===== config.mk =====
export PLATFORM = sky130hd
export DESIGN_NAME = terminal_value_set_parser_flat
export DESIGN_NICKNAME = d
export VERILOG_FILES = /design/src/rtl/tvsp_pkg.sv /design/src/rtl/tvsp_if.sv /design/src/rtl/tvsp_nbuf.sv /design/src/rtl/tvsp_conv.sv /design/src/rtl/terminal_value_set_parser.sv /design/src/flat_wrapper.sv
export VERILOG_INCLUDE_DIRS = /design/src /design/src/rtl
export SDC_FILE = /design/constraint.sdc
export NUM_CORES = 1
export LEC_CHECK = 0
export ABC_AREA = 1
export BUFFER_PORTS_ARGS = -buffer_cell sky130_fd_sc_hd__buf_2
export CAP_MARGIN = 20
export CORE_ASPECT_RATIO = 1.75
export CORE_MARGIN = 2
export CORE_UTILIZATION = 55
export DETAILED_ROUTE_END_ITERATION = 6
export PLACE_DENSITY = 0.73
export SYNTH_ARGS = -nofsm -noshare
export SYNTH_HDL_FRONTEND = slang
export SYNTH_SLANG_ARGS = --single-unit

===== constraint.sdc =====
create_clock -name clk -period 9.78 [get_ports clk]
set_input_delay 0.978 -clock clk [delete_from_list [all_inputs] [get_ports clk]]
set_output_delay 0.978 -clock clk [all_outputs]
set_load 0.1 [all_outputs]

===== src/rtl/terminal_value_set_parser_macros.svh =====
// Assertion macros shared by the parser modules.
// Each macro expects clk and rst_n to be visible where it is used.
`ifndef TERMINAL_VALUE_SET_PARSER_MACROS_SVH
`define TERMINAL_VALUE_SET_PARSER_MACROS_SVH

`ifndef NO_ASSERTIONS

// Property checked on every edge outside reset.
`define TVSP_ASSERT(lbl, prop, msg) \
    lbl: assert property (@(posedge clk) disable iff (!rst_n) (prop)) else $error(msg);

// Consequence checked on the edge that follows the antecedent.
`define TVSP_ASSERT_NEXT(lbl, ante, cons, msg) \
    lbl: assert property (@(posedge clk) disable iff (!rst_n) (ante) |=> (cons)) \
        else $error(msg);

`else

`define TVSP_ASSERT(lbl, prop, msg)
`define TVSP_ASSERT_NEXT(lbl, ante, cons, msg)

`endif

`endif


===== src/rtl/tvsp_pkg.sv =====
`timescale 1ns / 1ps

package tvsp_pkg;

    // Default sizes.
    localparam int DEF_NUMBER_BUFFER_LEN = 10;
    localparam int DEF_VIEW_SLOTS        = 5;

    // Terminal characters.
    localparam logic [7:0] KEY_ESC   = 8'h1B;
    localparam logic [7:0] KEY_SPACE = 8'h20;
    localparam logic [7:0] KEY_ENTER = 8'h0D;
    localparam logic [7:0] KEY_MINUS = 8'h2D;
    localparam logic [7:0] KEY_0     = 8'h30;
    localparam logic [7:0] KEY_9     = 8'h39;
    localparam logic [7:0] KEY_Q     = 8'h71;
    localparam logic [7:0] KEY_W     = 8'h77;
    localparam logic [7:0] KEY_E     = 8'h65;
    localparam logic [7:0] KEY_R     = 8'h72;

    // Buffer entries hold a 4-bit code: 0 to 9 for digits, plus these two.
    localparam logic [3:0] CODE_MINUS = 4'hA;
    localparam logic [3:0] CODE_EMPTY = 4'hF;

    // Saturation limits of the magnitude.
    localparam logic [35:0] LIMIT_POS = 36'h0_7FFF_FFFF;
    localparam logic [35:0] LIMIT_NEG = 36'h0_8000_0000;

    // Status of the serial converter as seen by the control.
    typedef struct packed {
        logic               busy;
        logic signed [31:0] value;
    } tvsp_conv_stat_t;

endpackage


===== src/rtl/tvsp_if.sv =====
`timescale 1ns / 1ps

// Channel carrying received terminal bytes.
interface tvsp_rx_if;
    logic       valid;
    logic       ready;
    logic [7:0] rx_byte;

    modport source (output valid, output rx_byte, input ready);
    modport sink (input valid, input rx_byte, output ready);
endinterface

// Channel carrying one result item per received byte.
interface tvsp_res_if;
    logic               valid;
    logic               ready;
    logic               echo_valid;
    logic [7:0]         echo_byte;
    logic               write_valid;
    logic [2:0]         write_index;
    logic signed [31:0] write_value;
    logic               refresh_request;

    modport source (
        output valid, output echo_valid, output echo_byte, output write_valid,
        output write_index, output write_value, output refresh_request,
        input ready
    );
    modport sink (
        input valid, input echo_valid, input echo_byte, input write_valid,
        input write_index, input write_value, input refresh_request,
        output ready
    );
endinterface


===== src/rtl/tvsp_nbuf.sv =====
`timescale 1ns / 1ps

module tvsp_nbuf
    import tvsp_pkg::*;
#(
    parameter int  LEN   = DEF_NUMBER_BUFFER_LEN,
    localparam int IDX_W = $clog2(LEN)
)
(
    input  logic             clk,
    input  logic             rst_n,
    input  logic             clear,
    input  logic             wr_en,
    input  logic [IDX_W-1:0] wr_idx,
    input  logic [3:0]       wr_code,
    input  logic [IDX_W-1:0] rd_idx,
    output logic [3:0]       rd_code
);

    logic [3:0] entry_reg [LEN];

    // Ring of character codes; a clear empties every entry at once.
    always_ff @(posedge clk or negedge rst_n)
    begin
        if (!rst_n)
        begin
            for (int i = 0; i < LEN; i++)
            begin
                entry_reg[i] <= CODE_EMPTY;
            end
        end
        else if (clear)
        begin
            for (int i = 0; i < LEN; i++)
            begin
                entry_reg[i] <= CODE_EMPTY;
            end
        end
        else if (wr_en)
        begin
            entry_reg[wr_idx] <= wr_code;
        end
    end

    // Single read port for the converter.
    assign rd_code = entry_reg[rd_idx];

endmodule


===== src/rtl/tvsp_conv.sv =====
`timescale 1ns / 1ps

`include "terminal_value_set_parser_macros.svh"

module tvsp_conv
    import tvsp_pkg::*;
#(
    parameter int  LEN   = DEF_NUMBER_BUFFER_LEN,
    localparam int IDX_W = $clog2(LEN)
)
(
    input  logic             clk,
    input  logic             rst_n,
    input  logic             start,
    output logic [IDX_W-1:0] rd_idx,
    input  logic [3:0]       rd_code,
    output tvsp_conv_stat_t  stat
);

    localparam logic [IDX_W-1:0] IDX_LAST = IDX_W'(LEN - 1);

    logic             busy_reg, busy_next;
    logic             neg_reg, neg_next;
    logic [IDX_W-1:0] idx_reg, idx_next;
    logic [31:0]      mag_reg, mag_next;
    logic [35:0]      mag_ext;
    logic [35:0]      sum;
    logic [35:0]      limit;
    logic             is_digit;

    // One buffer entry per cycle: times ten by shift and add, plus digit, clamp.
    assign mag_ext  = 36'(mag_reg);
    assign sum      = (mag_ext << 3) + (mag_ext << 1) + 36'(rd_code);
    assign limit    = neg_reg ? LIMIT_NEG : LIMIT_POS;
    assign is_digit = rd_code < 4'd10;

    // Walk of the buffer from entry 0.
    always_comb
    begin
        busy_next = busy_reg;
        neg_next  = neg_reg;
        idx_next  = idx_reg;
        mag_next  = mag_reg;
        if (start)
        begin
            busy_next = 1'b1;
            neg_next  = 1'b0;
            idx_next  = '0;
            mag_next  = '0;
        end
        else if (busy_reg)
        begin
            if (idx_reg == '0 && rd_code == CODE_MINUS)
            begin
                neg_next = 1'b1;
                idx_next = IDX_W'(1);
            end
            else if (is_digit)
            begin
                mag_next = (sum > limit) ? limit[31:0] : sum[31:0];
                if (idx_reg == IDX_LAST)
                begin
                    busy_next = 1'b0;
                end
                else
                begin
                    idx_next = idx_reg + IDX_W'(1);
                end
            end
            else
            begin
                busy_next = 1'b0;
            end
        end
    end

    always_ff @(posedge clk or negedge rst_n)
    begin
        if (!rst_n)
        begin
            busy_reg <= 1'b0;
            neg_reg  <= 1'b0;
            idx_reg  <= '0;
            mag_reg  <= '0;
        end
        else
        begin
            busy_reg <= busy_next;
            neg_reg  <= neg_next;
            idx_reg  <= idx_next;
            mag_reg  <= mag_next;
        end
    end

    assign rd_idx     = idx_reg;
    assign stat.busy  = busy_reg;
    assign stat.value = neg_reg ? (32'sd0 - $signed(mag_reg)) : $signed(mag_reg);

    // The magnitude never passes the negative limit.
    `TVSP_ASSERT(a_mag_bound, 36'(mag_reg) <= LIMIT_NEG, "magnitude beyond limit")
    // A positive result never passes the positive limit.
    `TVSP_ASSERT(a_pos_bound, neg_reg || 36'(mag_reg) <= LIMIT_POS, "positive overflow")
    // A start always leaves the walk at entry 0 with a cleared magnitude.
    `TVSP_ASSERT_NEXT(a_start, start, busy_reg && idx_reg == '0 && mag_reg == '0,
        "start did not restart the walk")

endmodule


===== src/rtl/terminal_value_set_parser.sv =====
`timescale 1ns / 1ps

// Channel | Dir | Payload
// rx      | in  | rx_byte
// res     | out | echo_valid, echo_byte, write_valid, write_index, write_value,
//         |     | refresh_request
//
// Each received byte gives one result item, held in an output register.
// A byte other than a command-ending Enter has its result visible in the cycle
// after it is taken. Enter walks the number buffer through the serial
// converter, one entry per cycle, and the result is loaded once the output
// register is free. The reset clears all parser state and empties the
// buffer. A result not yet taken holds off the next byte, unless it is
// taken in the same cycle.
`include "terminal_value_set_parser_macros.svh"

module terminal_value_set_parser
    import tvsp_pkg::*;
#(
    parameter int  NUMBER_BUFFER_LEN = DEF_NUMBER_BUFFER_LEN,
    parameter int  VIEW_SLOTS        = DEF_VIEW_SLOTS,
    localparam int IDX_W             = $clog2(NUMBER_BUFFER_LEN)
)
(
    input  logic              clk,
    input  logic              rst_n,
    tvsp_rx_if.sink           rx,
    tvsp_res_if.source        res
);

    localparam logic [7:0]       SLOT_LAST = 8'(KEY_0 + VIEW_SLOTS - 1);
    localparam logic [IDX_W-1:0] CNT_LAST  = IDX_W'(NUMBER_BUFFER_LEN - 1);

    // Control states.
    localparam logic ST_IDLE = 1'b0;
    localparam logic ST_CONV = 1'b1;

    // Parse phases.
    localparam logic [1:0] PH_INDEX  = 2'd0;
    localparam logic [1:0] PH_SPACE  = 2'd1;
    localparam logic [1:0] PH_NUMBER = 2'd2;

    logic             st_reg, st_next;
    logic [1:0]       phase_reg, phase_next;
    logic [2:0]       target_reg, target_next;
    logic [IDX_W-1:0] cnt_reg, cnt_next;

    logic               res_valid_reg, res_valid_next;
    logic               echo_valid_reg, echo_valid_next;
    logic [7:0]         echo_byte_reg, echo_byte_next;
    logic               write_valid_reg, write_valid_next;
    logic [2:0]         write_index_reg, write_index_next;
    logic signed [31:0] write_value_reg, write_value_next;
    logic               refresh_reg, refresh_next;

    logic [7:0]       c;
    logic             out_free;
    logic             in_fire;
    logic             conv_start;
    logic             conv_load;
    logic             is_digit, is_minus, is_space, is_esc, is_letter, is_slot;
    logic             buf_clear, buf_wr;
    logic [3:0]       buf_code;
    logic [IDX_W-1:0] rd_idx;
    logic [3:0]       rd_code;
    tvsp_conv_stat_t  conv_stat;

    // Handshake.
    assign out_free  = !res_valid_reg || res.ready;
    assign rx.ready  = (st_reg == ST_IDLE) && out_free;
    assign in_fire   = rx.valid && rx.ready;
    assign conv_load = (st_reg == ST_CONV) && !conv_stat.busy && out_free;

    // Byte classes.
    assign c         = rx.rx_byte;
    assign is_digit  = (c >= KEY_0) && (c <= KEY_9);
    assign is_minus  = c == KEY_MINUS;
    assign is_space  = c == KEY_SPACE;
    assign is_esc    = c == KEY_ESC;
    assign is_letter = (c == KEY_Q) || (c == KEY_W) || (c == KEY_E) || (c == KEY_R);
    assign is_slot   = (c >= KEY_0) && (c <= SLOT_LAST);
    assign buf_code  = is_minus ? CODE_MINUS : c[3:0];

    // Parser next state and the immediate part of the result.
    always_comb
    begin
        phase_next  = phase_reg;
        target_next = target_reg;
        cnt_next    = cnt_reg;
        conv_start  = 1'b0;
        buf_wr      = 1'b0;
        buf_clear   = 1'b0;
        refresh_next = 1'b0;
        if (in_fire)
        begin
            if (is_esc)
            begin
                refresh_next = 1'b1;
                buf_clear    = 1'b1;
                cnt_next     = '0;
                phase_next   = PH_INDEX;
                target_next  = '0;
            end
            else if (is_letter)
            begin
                refresh_next = 1'b1;
            end
            else
            begin
                case (phase_reg)
                    PH_INDEX:
                    begin
                        if (is_slot)
                        begin
                            cnt_next    = '0;
                            target_next = c[2:0];
                            phase_next  = PH_SPACE;
                        end
                    end
                    PH_SPACE:
                    begin
                        phase_next = is_space ? PH_NUMBER : PH_INDEX;
                    end
                    PH_NUMBER:
                    begin
                        if (is_digit || is_minus)
                        begin
                            buf_wr   = 1'b1;
                            cnt_next = (cnt_reg == CNT_LAST) ? '0 : cnt_reg + IDX_W'(1);
                        end
                        else if (c == KEY_ENTER && cnt_reg != '0)
                        begin
                            conv_start = 1'b1;
                        end
                    end
                    default:
                    begin
                        phase_next = phase_reg;
                    end
                endcase
            end
        end
        if (conv_load)
        begin
            buf_clear  = 1'b1;
            cnt_next   = '0;
            phase_next = PH_INDEX;
        end
    end

    // Control state.
    always_comb
    begin
        st_next = st_reg;
        case (st_reg)
            ST_IDLE:
            begin
                if (conv_start)
                begin
                    st_next = ST_CONV;
                end
            end
            ST_CONV:
            begin
                if (conv_load)
                begin
                    st_next = ST_IDLE;
                end
            end
            default:
            begin
                st_next = ST_IDLE;
            end
        endcase
    end

    // Output register loading.
    always_comb
    begin
        res_valid_next   = res_valid_reg && !res.ready;
        echo_valid_next  = echo_valid_reg;
        echo_byte_next   = echo_byte_reg;
        write_valid_next = write_valid_reg;
        write_index_next = write_index_reg;
        write_value_next = write_value_reg;
        if (in_fire && !conv_start)
        begin
            res_valid_next   = 1'b1;
            echo_valid_next  = is_digit || is_minus || is_space;
            echo_byte_next   = (is_digit || is_minus || is_space) ? c : 8'h00;
            write_valid_next = 1'b0;
            write_index_next = '0;
            write_value_next = '0;
        end
        else if (conv_load)
        begin
            res_valid_next   = 1'b1;
            echo_valid_next  = 1'b0;
            echo_byte_next   = 8'h00;
            write_valid_next = 1'b1;
            write_index_next = target_reg;
            write_value_next = conv_stat.value;
        end
    end

    always_ff @(posedge clk or negedge rst_n)
    begin
        if (!rst_n)
        begin
            st_reg        <= ST_IDLE;
            phase_reg     <= PH_INDEX;
            target_reg    <= '0;
            cnt_reg       <= '0;
            res_valid_reg <= 1'b0;
        end
        else
        begin
            st_reg        <= st_next;
            phase_reg     <= phase_next;
            target_reg    <= target_next;
            cnt_reg       <= cnt_next;
            res_valid_reg <= res_valid_next;
        end
    end

    // Result payload.
    always_ff @(posedge clk)
    begin
        echo_valid_reg  <= echo_valid_next;
        echo_byte_reg   <= echo_byte_next;
        write_valid_reg <= write_valid_next;
        write_index_reg <= write_index_next;
        write_value_reg <= write_value_next;
        if ((in_fire && !conv_start) || conv_load)
        begin
            refresh_reg <= refresh_next || conv_load;
        end
    end

    assign res.valid           = res_valid_reg;
    assign res.echo_valid      = echo_valid_reg;
    assign res.echo_byte       = echo_byte_reg;
    assign res.write_valid     = write_valid_reg;
    assign res.write_index     = write_index_reg;
    assign res.write_value     = write_value_reg;
    assign res.refresh_request = refresh_reg;

    // Number buffer.
    tvsp_nbuf #(
        .LEN (NUMBER_BUFFER_LEN)
    ) u_nbuf (
        .clk     (clk),
        .rst_n   (rst_n),
        .clear   (buf_clear),
        .wr_en   (buf_wr),
        .wr_idx  (cnt_reg),
        .wr_code (buf_code),
        .rd_idx  (rd_idx),
        .rd_code (rd_code)
    );

    // Serial decimal converter.
    tvsp_conv #(
        .LEN (NUMBER_BUFFER_LEN)
    ) u_conv (
        .clk     (clk),
        .rst_n   (rst_n),
        .start   (conv_start),
        .rd_idx  (rd_idx),
        .rd_code (rd_code),
        .stat    (conv_stat)
    );

    // A write result always carries a refresh and no echo.
    `TVSP_ASSERT(a_write_flags, !(res.valid && res.write_valid) ||
        (res.refresh_request && !res.echo_valid), "write result flags wrong")
    // A started conversion keeps the converter busy on the next edge.
    `TVSP_ASSERT_NEXT(a_conv_busy, conv_start, conv_stat.busy && st_reg == ST_CONV,
        "conversion did not start")
    // Loading a write leaves the parser waiting for a slot with an empty count.
    `TVSP_ASSERT_NEXT(a_after_write, conv_load, phase_reg == PH_INDEX && cnt_reg == '0,
        "parser not reset after write")
    // No byte is taken while a conversion runs.
    `TVSP_ASSERT(a_no_take_conv, !(st_reg == ST_CONV && rx.ready), "byte taken mid conversion")

endmodule


===== src/flat_wrapper.sv =====
// flat-port wrapper written by rule: the top's interface ports become plain ports
module terminal_value_set_parser_flat import tvsp_pkg::*;
#(
    parameter int  NUMBER_BUFFER_LEN = DEF_NUMBER_BUFFER_LEN,
    parameter int  VIEW_SLOTS        = DEF_VIEW_SLOTS,
    localparam int IDX_W             = $clog2(NUMBER_BUFFER_LEN)
)
  (clk, rst_n, rx_valid, rx_rx_byte, rx_ready, res_valid, res_echo_valid, res_echo_byte, res_write_valid, res_write_index, res_write_value, res_refresh_request, res_ready);
  tvsp_rx_if rx_i ();
  tvsp_res_if res_i ();
  input  logic clk;
  input  logic rst_n;
  input wire logic [$bits(rx_i.valid)-1:0] rx_valid;
  input wire logic [$bits(rx_i.rx_byte)-1:0] rx_rx_byte;
  output wire logic [$bits(rx_i.ready)-1:0] rx_ready;
  output wire logic [$bits(res_i.valid)-1:0] res_valid;
  output wire logic [$bits(res_i.echo_valid)-1:0] res_echo_valid;
  output wire logic [$bits(res_i.echo_byte)-1:0] res_echo_byte;
  output wire logic [$bits(res_i.write_valid)-1:0] res_write_valid;
  output wire logic [$bits(res_i.write_index)-1:0] res_write_index;
  output wire logic [$bits(res_i.write_value)-1:0] res_write_value;
  output wire logic [$bits(res_i.refresh_request)-1:0] res_refresh_request;
  input wire logic [$bits(res_i.ready)-1:0] res_ready;
  assign rx_i.valid = rx_valid;
  assign rx_i.rx_byte = rx_rx_byte;
  assign rx_ready = rx_i.ready;
  assign res_valid = res_i.valid;
  assign res_echo_valid = res_i.echo_valid;
  assign res_echo_byte = res_i.echo_byte;
  assign res_write_valid = res_i.write_valid;
  assign res_write_index = res_i.write_index;
  assign res_write_value = res_i.write_value;
  assign res_refresh_request = res_i.refresh_request;
  assign res_i.ready = res_ready;
  terminal_value_set_parser #(.NUMBER_BUFFER_LEN(NUMBER_BUFFER_LEN), .VIEW_SLOTS(VIEW_SLOTS)) u_core (.clk(clk), .rst_n(rst_n), .rx(rx_i), .res(res_i));
endmodule

# Yosys cells after proc, flatten, opt, wreduce, memory -nomap -nowiden
# Index checks and enable logic that the tools add are counted.
# classes
n_addsub,5
n_lt_le_gt_ge,8
n_eq_ne,19
muxes,75
bitwise_logic,3
reduce_logical,43
# op_table
cell,count
32-bit two-way mux,7
40-bit two-way mux,2
4-bit two-way mux,16
40-bit bitwise mux,1
35-bit by 33-bit adder with 36-bit output,1
36-bit by 4-bit adder with 36-bit output,1
36-bit by 32-bit > comparator with 1-bit output,1
"8-bit by 7-bit == test with 1-bit output, second input constant",4
"1-bit by 32-bit subtractor with 32-bit output, first input constant",1
1-bit two-way mux,31
8-bit two-way mux,3
4-bit binary-select mux with 4-bit select,1
4-bit demux with 4-bit select,1
"8-bit by 6-bit == test with 1-bit output, second input constant",2
"8-bit by 6-bit <= comparator with 1-bit output, second input constant",2
2-bit nonzero test,8
"4-bit == test, second input constant",3
2-bit two-way mux,6
3-bit two-way mux,4
4-bit nonzero test,3
1-bit logical AND,11
"5-bit greater-or-equal comparator, second input constant",2
4-bit NOT with 5-bit output,2
"4-bit by 1-bit adder with 4-bit output, second input constant",2
other kinds (24),38
# word_totals
register_bits,135
in_bits,12
output_inout_bits,48
wordCells,178

# Longest topological paths before layout
# Gate-level depths: netlist of run 1.
# depth
word_depth,11
mapped_depth,38
mapped_depth_nobuf,35

# Modules after synthesis
# From an unflattened synthesis of run 1, not the netlist that was laid out.
# hier_totals
hier_cells,1595
hier_area_um2,10885.4
# by_module_without_submodules
module,instances,cells_each,area_per_inst_um2,seq_area_each_um2
tvsp_conv,1,967,6093.3,950.9
terminal_value_set_parser,1,326,2652.5,1296.2
tvsp_nbuf,1,302,2139.6,1051.0

# Worst setup path before layout of run 1
# Ideal clock, no wire load.
# synth_path
path_kind,register -> register
start,register u_core.u_conv.idx_reg[0] (netlist: u_core.u_conv.rd_idx[0])
end,register u_core.u_conv.mag_reg[10]
setup_time_ns,0.117
arrival_ns,4.213
setup_slack_ns,5.450
stages_incl_launch_ff,33
path_buffers,3
synth_period_minus_slack_ns,4.330
path_cell_list,dfrtp_1 -> buf_6 -> buf_6 -> a21oi_1 -> o21ai_0 -> o21ai_1 -> nand2_1 -> nand3_2 -> fa_1 -> fa_1 -> nand3_1 -> nand3_1 -> nand2_1 -> nand2_1 -> nand2_1 -> nand2_2 -> a21oi_1 -> xor2_1 -> inv_1 -> ha_1 -> nand2_1 -> inv_1 -> o21ai_0 -> a21oi_1 -> nor2_1 -> nand2_1 -> nand2_1 -> nand2_1 -> nand2_1 -> clkbuf_1 -> nand4_1 -> nand3_2 -> nand2_1
# synth_between
elab_chain_cells,11
# synth_lines
element,line,rtl
"start, declared",tvsp_conv.sv:24,"logic [IDX_W-1:0] idx_reg, idx_next;"
"start signal, assigned",tvsp_conv.sv:90,idx_reg <= idx_next;
4-bit NOT with 5-bit output (implied by the code),tvsp_nbuf.sv:46,assign rd_code = entry_reg[rd_idx];
4-bit binary-select mux with 4-bit select,tvsp_nbuf.sv:46,
4-bit two-way mux (implied by the code) (2 in a row),tvsp_nbuf.sv:46,
36-bit by 4-bit adder with 36-bit output,tvsp_conv.sv:33,assign sum = (mag_ext << 3) + (mag_ext << 1) + 36'(rd_code);
36-bit by 32-bit > comparator with 1-bit output,tvsp_conv.sv:60,mag_next = (sum > limit) ? limit[31:0] : sum[31:0];
32-bit two-way mux,tvsp_conv.sv:60,
32-bit two-way mux,tvsp_conv.sv:58,else if (is_digit)
32-bit two-way mux,tvsp_conv.sv:53,if (idx_reg == '0 && rd_code == CODE_MINUS)
32-bit two-way mux,tvsp_conv.sv:51,else if (busy_reg)
32-bit two-way mux,tvsp_conv.sv:44,if (start)
"end signal, assigned",tvsp_conv.sv:91,mag_reg <= mag_next;
"end, declared",tvsp_conv.sv:25,"logic [31:0] mag_reg, mag_next;"
# Several ways; a longest one is shown, not always the timed one. The select of a mux whose other input is x is not followed.
# A chain may end at the register's enable or synchronous reset.

# Worst setup path after layout of run 1
# layout_path
start,register u_core.u_conv.idx_reg[0] (netlist: u_core.u_conv.rd_idx[0])
end,register u_core.u_conv.mag_reg[11]
# Same word-level chain as after synthesis.

==> results.cfg, run 1 <==
[run_status]
outcome = finished, final reports clean

[cts]
cts.root.buffer_cell = clkbuf_16
clock_sinks = 135
clkSlewWorstSetupHoldPaths_ns = 0.07
cts_buffer_depth = 2
cts_tree = done
cts_setup_buffers = 0
insertion_delay_ns = 0.44
holdBufCountCts = 0
cts_max_level = 4
cts_buffers = 17
ctsResizeCount = 0

[synthesis]
avgSynthCellArea_um2 = 6.79
synth_top_cell_by_area = nand2_1
ys_warn_count = 0
synth_ff_type = dfrtp_1
ys_async_sr_fraction_pct = 65.9
ys_types = 52
ys_ff_latch = 135
synthDominantCellAreaShare_pct = 14.8
synthTopCellsByArea = nand2_1, ha_1, dfrtp_1
syn_area_um2 = 10900
yosysSeqAreaShare_pct = 30.2
synth-edff-count = 10
synthCells = 1606

[hold_path]
hold_class = in2async

[routing]
drc = 0
post_drt_wl_per_cell_um = 18.6
dr.pass1.iters = 6
vias_per_cell = 5.74
drt_wl_total_um = 35300
drtIter0Drc = 588
vias = 10900
ant_nets = 0

[worst_setup_path]
cpMostUsedCell = nand2_1
cp.required_ns = 10.15
arrival_ns = 6.34
max_stage_delay_ns = 1.04
reg2reg_depth = 32
path_class = reg2reg
cp-end-kind = flop
crit_path_max_fanout = 36
slowest_stage = dfrtp_1
critical_path.startpoint_type = flop

[die]
ios = 60
core-area_um2 = 19600
rows = 68
dieArea_um2 = 21000
die_h_um = 190
start_util_pct = 55.7
chipWidth_um = 110

[grt]
grt_pass1_vias = 10800
grt_usage_pct = 33.5
antenna_found_initial = 0
grt_max_degree = 81
grt_pass1_wl_um = 55400
overflow = 0

[power_and_ir_drop]
leakage_nw = 6.64
p_per_area_nw_per_um2 = 206
ir_drop_v = 0.000201

[place]
place_congestion = 1.05
dp_hpwl_um = 27500
place_area_um2 = 11300
portBuffers = 59

[sta]
clock.fmax_ghz = 0.168
worst_pin_slew_ns = 1.08
hold_viol_final = 0
slew_headroom_pct = 27.8
rsz0062_at_grt = false
setup_violations = 0
drv_slew = 0
min_period_over_period_pct = 61.0
fin_crit_ns = 5.97
fin_tns_setup_ns = 0
finClkSkew_ns = 0.0101

[final_layout]
stdcell_area_um2 = 11900
layout-drive-gt1-share_pct = 11.5
final_common_cell = nand2_1
largest_reg_flops = 40
final_cell_mix = nand2_1, inv_1, nor2_1
multi_input_comb_area_um2 = 6480
seqCellArea_um2 = 3300
n_antenna_cell = 0
synthToLayoutAreaGrowth_pct = 9.20
num-fill-cells = 1874
fin_nets = 1758

[run]
maxCapViolCount = 0
## logic make-up after synthesis
kind of cell             synth area share, %
AND/OR/NAND/NOR                         32.0
buffers and inverters                   10.5
AO/OA/AOI/OAI                           12.7
flip-flops                              30.2
adder cells (fa/ha/maj)                 11.7
XOR/XNOR                                2.81
other                                 0.0344
## routing by layer
layer | wire length, um | vias up | track usage, %
met5 | 0 | - | 0
met4 | 3860 | 0 | 31.8
met3 | 1330 | 185 | 4.13
met2 | 18200 | 385 | 61.0
met1 | 11900 | 5042 | 32.3
li1 | - | 5311 | -
## where the power goes
part | leakage (nW) | internal (mW) | switching, mW
logic | 4.88 | 0.265 | 0.770
registers | 1.48 | 0.684 | 0.0830
clock network | 0.282 | 0.382 | 0.271
## per-stage QoR
step / std cells / total power, mW / setup WS [ns] / hold WS, ns / util (%)
6_report: 1903 / 2.46 / 3.81 / 0.371 / 60.9
3_3_place_gp: 1870 / 1.79 / 3.95 / 0.448 / 57.7
2_1_floorplan: 1607 / 1.56 / 5.45 / 0.442 / -
4_1_cts: 1902 / 2.46 / 3.87 / 0.365 / 60.7
5_1_grt: 1903 / 2.58 / 3.22 / 0.372 / 60.9
3_5_place_dp: 1870 / 1.80 / 3.88 / 0.452 / 57.7
## cell type report
| type | count | share of cell area [%] |
|---|---|---|
| flip-flops and latches | 135 | 27.7 |
| inverters | 233 | 7.34 |
| multi-input cells | 1193 | 54.4 |
| clock buffers | 18 | 3.60 |
| clock inverters | 14 | 1.37 |
| well taps | 245 | 2.57 |
| repair buffers | 65 | 3.05 |
## synth_stat cells (3+ instances only)
cell type,instances
o221ai_1,5
buf_6,6
a21oi_1,106
buf_4,5
nor2_2,9
nand2_1,429
xor2_1,28
edfxtp_1,10
inv_1,219
nor3_1,27
dfstp_2,40
nand4_1,44
ha_1,99
o211ai_1,8
o21a_1,4
nor2_4,4
xnor2_1,7
buf_2,9
o21ai_0,99
dfxtp_1,36
inv_2,11
nand3_1,91
clkbuf_1,23
o21ai_1,11
nor2_1,160
nand3_2,15
nand3b_1,7
nand2_2,6
o21bai_1,5
clkinv_1,3
nor4_1,4
dfrtp_1,49
## worst max-delay path, delay by kind of cell (launching register included)
family / cells / cell delay [ns]
DFF: 1 / 1.04
adders and majority gates: 3 / 1.25
and+or+nand+nor: 19 / 1.95
xor gates and xnor gates: 1 / 0.35
buffers and inverters: 4 / 0.69
AOI/OAI and AO/OA: 5 / 0.60
## worst paths after layout
kind / from / end / slack [ns]
worst max-delay path: u_core.u_conv.rd_idx[0] / u_core.u_conv.mag_reg[11] / 3.81
min in group clk: u_core.res.write_index[2] / u_core.res.write_index[2] / 0.46
worst max register to register: u_core.u_conv.rd_idx[0] / u_core.u_conv.mag_reg[11] / 3.81
max in group asynchronous: rst_n / u_core.u_nbuf.entry_reg[4] / 8.56
worst min register to register: u_core.res.write_index[2] / u_core.res.write_index[2] / 0.46
worst min-delay path: rst_n / u_core.u_conv.mag_reg[31] / 0.37
Power figures use the tool's default switching activity.
==> inputs of run 2 (changes only) <==
- ABC_AREA: 1 -> 0
- PLACE_DENSITY: 0.73 -> 0.76
- clock period: 9.78 -> 5.2 ns (I/O delays scaled with it)
==> run 2 against run 1 <==
  * Utilization rose by 7.3 points
  * Wire length fell by 26%
  * Clock power rose by 87%
  * The flow now finishes with violations (setup timing)
  * Largest cell class unchanged
  * Sequential power rose by 42%
  * Worst hold slack got worse by 0.32 ns
  * Global-route usage fell by 5.3 points
  * Non-clock buffer count rose by 109
  * Register-to-register slack got worse by 4.7 ns
  * Final area fell by 3.0%
  * Via count fell by 22%
  * Count of clock-buffer cells in the layout rose by 1
  * Critical path type unchanged
  * Maximum frequency fell by 1.9%
==> results.cfg, run 2 <==
[final_layout]
largest_reg_flops = 40
synthToLayoutAreaGrowth_pct = 21.1
final_common_cell = nand2_1
post-route-util_pct = 68.2
n_antenna_cell = 0
fin_nets = 1260
stdcell_area_um2 = 11600
final_cell_mix = nand2_1, buf_4, ha_1
layout-drive-gt1-share_pct = 26.6

[cts]
cts_buffer_depth = 2
cts_tree = done
cts_max_level = 4
insertion_delay_ns = 0.42
holdBufCountCts = 0
cts_buffers = 17
cts.root.buffer_cell = clkbuf_16
clock_sinks = 135
clkSlewWorstSetupHoldPaths_ns = 0.06

[place]
dp_hpwl_um = 19000
portBuffers = 59
place_area_um2 = 10700
place_congestion = 0.966
pre_cts_slack_ns = -1.08

[worst_setup_path]
path_class = reg2reg
crit_path_max_fanout = 12
critical_path.startpoint_type = flop
cp.required_ns = 5.50
arrival_ns = 6.39
cp-end-kind = flop

[power_and_ir_drop]
p_per_area_nw_per_um2 = 212
ir_drop_v = 0.000242
switching_power_uw = 603
p_int_mw = 1.84
seqPwrFrac_pct = 44.5
finalPower_mw = 2.45
power.share.combinational_pct = 5.7
leakage_nw = 5.58
p_clk_share_pct = 49.8
swShare_pct = 24.7

[sta]
clock.fmax_ghz = 0.164
min_period_over_period_pct = 117
hold_viol_final = 0
fin_crit_ns = 6.09
worst_pin_slew_ns = 1.19
hold_slack_ns = 0.0494
slew_headroom_pct = 19.6
rsz0062_at_grt = true
fin_ws_ns = -0.887
drv_slew = 0
setup_violations = 32
finClkSkew_ns = 0.00946

[routing]
dr_wl_met2_um = 14600
wl_met3_um = 850
post_drt_wl_per_cell_um = 18.9
ant_nets = 0
drtIter0Drc = 482
vias_per_cell = 6.14
drt_wl_total_um = 26300
dr.pass1.iters = 5
vias = 8516
drc = 0
routed.top_layer = met4
m1WireLength_um = 9550

[grt]
grt_pass1_wl_um = 41700
antenna_found_initial = 0
grt_max_degree = 66
overflow = 0
grt_usage_pct = 28.2
grt_pass1_vias = 8543

[synthesis]
ys_warn_count = 0
yosysMostFrequentCell = nand2_1
synth_top_cell_by_area = ha_1
ys_types = 82
ys_ff_latch = 135
synthTopCellsByArea = ha_1, dfrtp_1, dfstp_2
synth_ff_type = dfrtp_1
synthDominantCellAreaShare_pct = 13.0
synthCells = 1003
yosysSeqAreaShare_pct = 34.6
avgSynthCellArea_um2 = 9.52
ys_async_sr_fraction_pct = 65.9
synth_commonest_cells = nand2_1, ha_1, nor2_1, a21oi_1, o21ai_0
syn_area_um2 = 9550
synth-edff-count = 10

[die]
start_util_pct = 56.3
dieArea_um2 = 18500
ios = 60
core-area_um2 = 16900
die_h_um = 178
chipWidth_um = 104
rows = 63

[run]
maxCapViolCount = 0

[run_status]
outcome = complete, but fails checks
violations = setup timing

[hold_path]
hold_class = in2async
-- run 2: layout make-up --
type	count	area, um2
Multi-Input combinational cell	804	6080
Fill cell	1302	5390
Sequential cell	135	3300
Timing Repair Buffer	174	1240
Clock buffer	19	453
Tap cell	227	284
Clock inverter	13	143
Inverter	15	56.3
-- run 2: cell families after synthesis --
family / share of synthesized area [%]
DFF: 34.6
muxes: 6.61
other: 0.0393
AOI/OAI and AO/OA: 20.1
buffers and inverters: 3.67
and+or+nand+nor: 16.3
adders and majority gates: 13.4
xor gates and xnor gates: 5.32
-- run 2: routing by layer --
metal | vias to the layer above | GRT usage [%]
li1 | 4038 | -
met1 | 4130 | 28.8
met2 | 271 | 55.5
met3 | 77 | 3.47
met4 | 0 | 15.1
met5 | - | 0
-- run 2: critical path, stage by stage, from the launching register on --
cell,delay (ns)
dfrtp_2,0.41
buf_6,0.13
mux4_2,0.51
mux2i_2,0.21
o21ai_2,0.11
ha_1,0.30
ha_2,0.24
fa_2,0.37
a211oi_2,0.24
o21ai_2,0.11
o2111ai_2,0.23
buf_4,0.15
a41oi_2,0.20
a311oi_1,0.38
xnor2_1,0.16
ha_1,0.32
nand4_1,0.23
nor4_4,0.33
a21oi_1,0.06
a311o_1,0.31
nor4b_4,0.25
buf_4,0.17
nor3_4,0.06
buf_16,0.17
a221o_1,0.27
-- run 2: path summary, 6_finish.rpt --
| path | slack, ns | startpoint | cells after the start | to |
|---|---|---|---|---|
| min reg2reg | 0.45 | u_core.res.write_index[2] | 2 | u_core.res.write_index[2] |
| max reg2reg | -0.89 | u_core.u_conv.rd_idx[0] | 24 | u_core.u_conv.mag_reg[23] |
| min in group clk | 0.43 | res_ready | 3 | u_core.res.valid |
| max | -0.89 | u_core.u_conv.rd_idx[0] | 24 | u_core.u_conv.mag_reg[23] |
| max in group asynchronous | 4.05 | rst_n | 2 | u_core.u_conv.neg_reg |
| min | 0.05 | rst_n | 1 | u_core.u_conv.mag_reg[10] |
-- run 2: power by group through the flow --
stage	Combinational, mW	Clock, mW	Sequential (mW)
6_report	0.140	1.22	1.09
5_1_grt	0.150	1.26	1.09
4_1_cts	0.139	1.22	1.09
3_5_place_dp	0.137	0	1.11
3_3_place_gp	0.136	0	1.11
2_1_floorplan	0.0602	0	1.14
-- run 2: stage by stage --
| stage | TNS, ns | std cells |
|---|---|---|
| after floorplan | -19.48 | 1004 |
| after global placement | -30.58 | 1345 |
| after detailed placement | -33.85 | 1345 |
| after CTS | -26.14 | 1384 |
| after global routing | -33.91 | 1387 |
| final | -27.44 | 1387 |
-- run 2: what timing repair did --
item	4_1_cts	5_1_grt
endpoints found under the hold margin	0	0
pin swaps	15	2
setup buffers	5	2
cloned	2	0
gates resized for setup	13	18
endpoints found under the setup margin	32	32
==> inputs of run 3 (changes only) <==
- BUFFER_PORTS_ARGS: -buffer_cell sky130_fd_sc_hd__buf_2 -> default
- DONT_BUFFER_PORTS: default -> 1
- PLACE_DENSITY: 0.76 -> 0.73
==> run 3 against run 2 <==
  * The run still ends with setup timing left
  * Final cell count down 4.2%
  * Utilization down 2.0 points
  * Register-to-register slack worse by 0.06 ns
  * Sequential power up 4%
  * Critical path type unchanged
  * Largest power group unchanged
==> results.cfg, run 3 (synthesized netlist as in run 2, its figures left out) <==
[grt]
grt_pass1_vias = 8474
overflow = 0
antenna_found_initial = 0
grt_max_degree = 90
grt_usage_pct = 29.1
grt_pass1_wl_um = 42600

[final_layout]
final_cell_mix = nand2_1, buf_4, ha_1
layout-drive-gt1-share_pct = 22.4
fin_nets = 1202
post-route-util_pct = 66.2
n_antenna_cell = 0
final_common_cell = nand2_1
synthToLayoutAreaGrowth_pct = 17.6
largest_reg_flops = 40

[sta]
rsz0062_at_grt = true
min_period_over_period_pct = 118
drv_slew = 0
slew_headroom_pct = 28.9
fin_tns_setup_ns = -29.39
fin_ws_ns = -0.946
setup_violations = 32
finClkSkew_ns = 0.00952
clock.fmax_ghz = 0.163
worst_pin_slew_ns = 1.07
hold_viol_final = 0
fin_crit_ns = 6.15

[place]
place_congestion = 0.884
portBuffers = 0
dp_hpwl_um = 19100
pre_cts_slack_ns = -1.33

[die]
dieArea_um2 = 18500
core-area_um2 = 16900
rows = 63
ios = 60
die_h_um = 178
chipWidth_um = 104
start_util_pct = 56.3

[routing]
drt_wl_total_um = 26000
drtIter0Drc = 522
post_drt_wl_per_cell_um = 19.6
drc = 0
vias = 8286
dr.pass1.iters = 5
ant_nets = 0
vias_per_cell = 6.23

[cts]
cts_max_level = 4
cts.root.buffer_cell = clkbuf_16
insertion_delay_ns = 0.43
clock_sinks = 135
clkSlewWorstSetupHoldPaths_ns = 0.06
cts_buffer_depth = 2
cts_buffers = 17
cts_tree = done

[worst_setup_path]
max_stage_delay_ns = 0.59
cp-end-kind = flop
crit_path_max_fanout = 16
cp.required_ns = 5.50
arrival_ns = 6.45
slowest_stage = fa_1
cpMostUsedCell = o21ai_1
path_class = reg2reg
critical_path.startpoint_type = flop

[hold_path]
hold_class = in2async

[power_and_ir_drop]
ir_drop_v = 0.000257
p_per_area_nw_per_um2 = 211
leakage_nw = 5.27

[run]
maxCapViolCount = 0

[run_status]
outcome = complete, but fails checks
violations = setup timing
[run 3: worst max-delay path: cells and delay by family, from the launching register on]
| kind | cells | cell delay (ns) |
|---|---|---|
| adders and majority gates | 3 | 1.10 |
| xor gates and xnor gates | 1 | 0.23 |
| DFF | 1 | 0.42 |
| AOI/OAI and AO/OA | 13 | 2.29 |
| muxes | 2 | 0.74 |
| buffers and inverters | 3 | 0.53 |
| and+or+nand+nor | 6 | 0.72 |
[run 3: path summary, 6_finish.rpt]
| check | start | end | cells past startpoint | slack [ns] |
|---|---|---|---|---|
| worst max-delay path | u_core.u_conv.rd_idx[0] | u_core.u_conv.mag_reg[1] | 28 | -0.95 |
| worst max register to register | u_core.u_conv.rd_idx[0] | u_core.u_conv.mag_reg[1] | 28 | -0.95 |
| worst min-delay path | rst_n | u_core.u_conv.rd_idx[3] | 1 | 0.02 |
| worst min register to register | u_core.target_reg[2] | u_core.target_reg[2] | 2 | 0.51 |
| min in group clk | rx_rx_byte[3] | u_core.u_nbuf.entry_reg[27] | 2 | 0.22 |
| max in group asynchronous | rst_n | u_core.u_nbuf.entry_reg[24] | 1 | 4.80 |
[run 3: final cells by class]
type                            count  area [um2]
Inverter                           15        56.3
Multi-Input combinational cell    804        6040
Clock inverter                     13         120
Fill cell                        1357        5730
Sequential cell                   135        3300
Tap cell                          227         284
Timing Repair Buffer              116         973
Clock buffer                       19         443
[run 3: layer usage]
| layer | global-route usage, % | up-vias | part of all wire (%) |
|---|---|---|---|
| met1 | 29.0 | 4047 | 35 |
| met3 | 4.06 | 92 | 3.3 |
| met4 | 18.6 | 0 | 6.2 |
| met2 | 56.1 | 236 | 55 |
| li1 | - | 3911 | - |
| met5 | 0 | - | 0 |
[run 3: what timing repair did]
item,CTS,global route
setup endpoints to repair,32,32
hold buffers,1,0
endpoints found under the hold margin,89,0
pin swaps,16,5
buffers inserted,6,4
cloned,2,1
gates resized for setup,15,11
[run 3: per-stage QoR]
stage	cell area [um2]	total power [mW]	hold slack, ns	instances
after floorplan	9600	1.20	0.224	1004
after global placement	10400	1.21	0.231	1281
after detailed placement	10400	1.22	0.231	1283
after CTS	11100	2.38	0.0250	1324
after global routing	11200	2.44	0.0392	1329
final	11200	2.37	0.0207	1329
[run 3: where the power goes]
group	total (mW)	internal (mW)	leakage (nW)	switching [mW]
Combinational	0.0880	0.0300	3.52	0.0580
Sequential	1.13	1.07	1.48	0.0549
Clock	1.16	0.675	0.272	0.481
Total	2.37	1.78	5.27	0.594
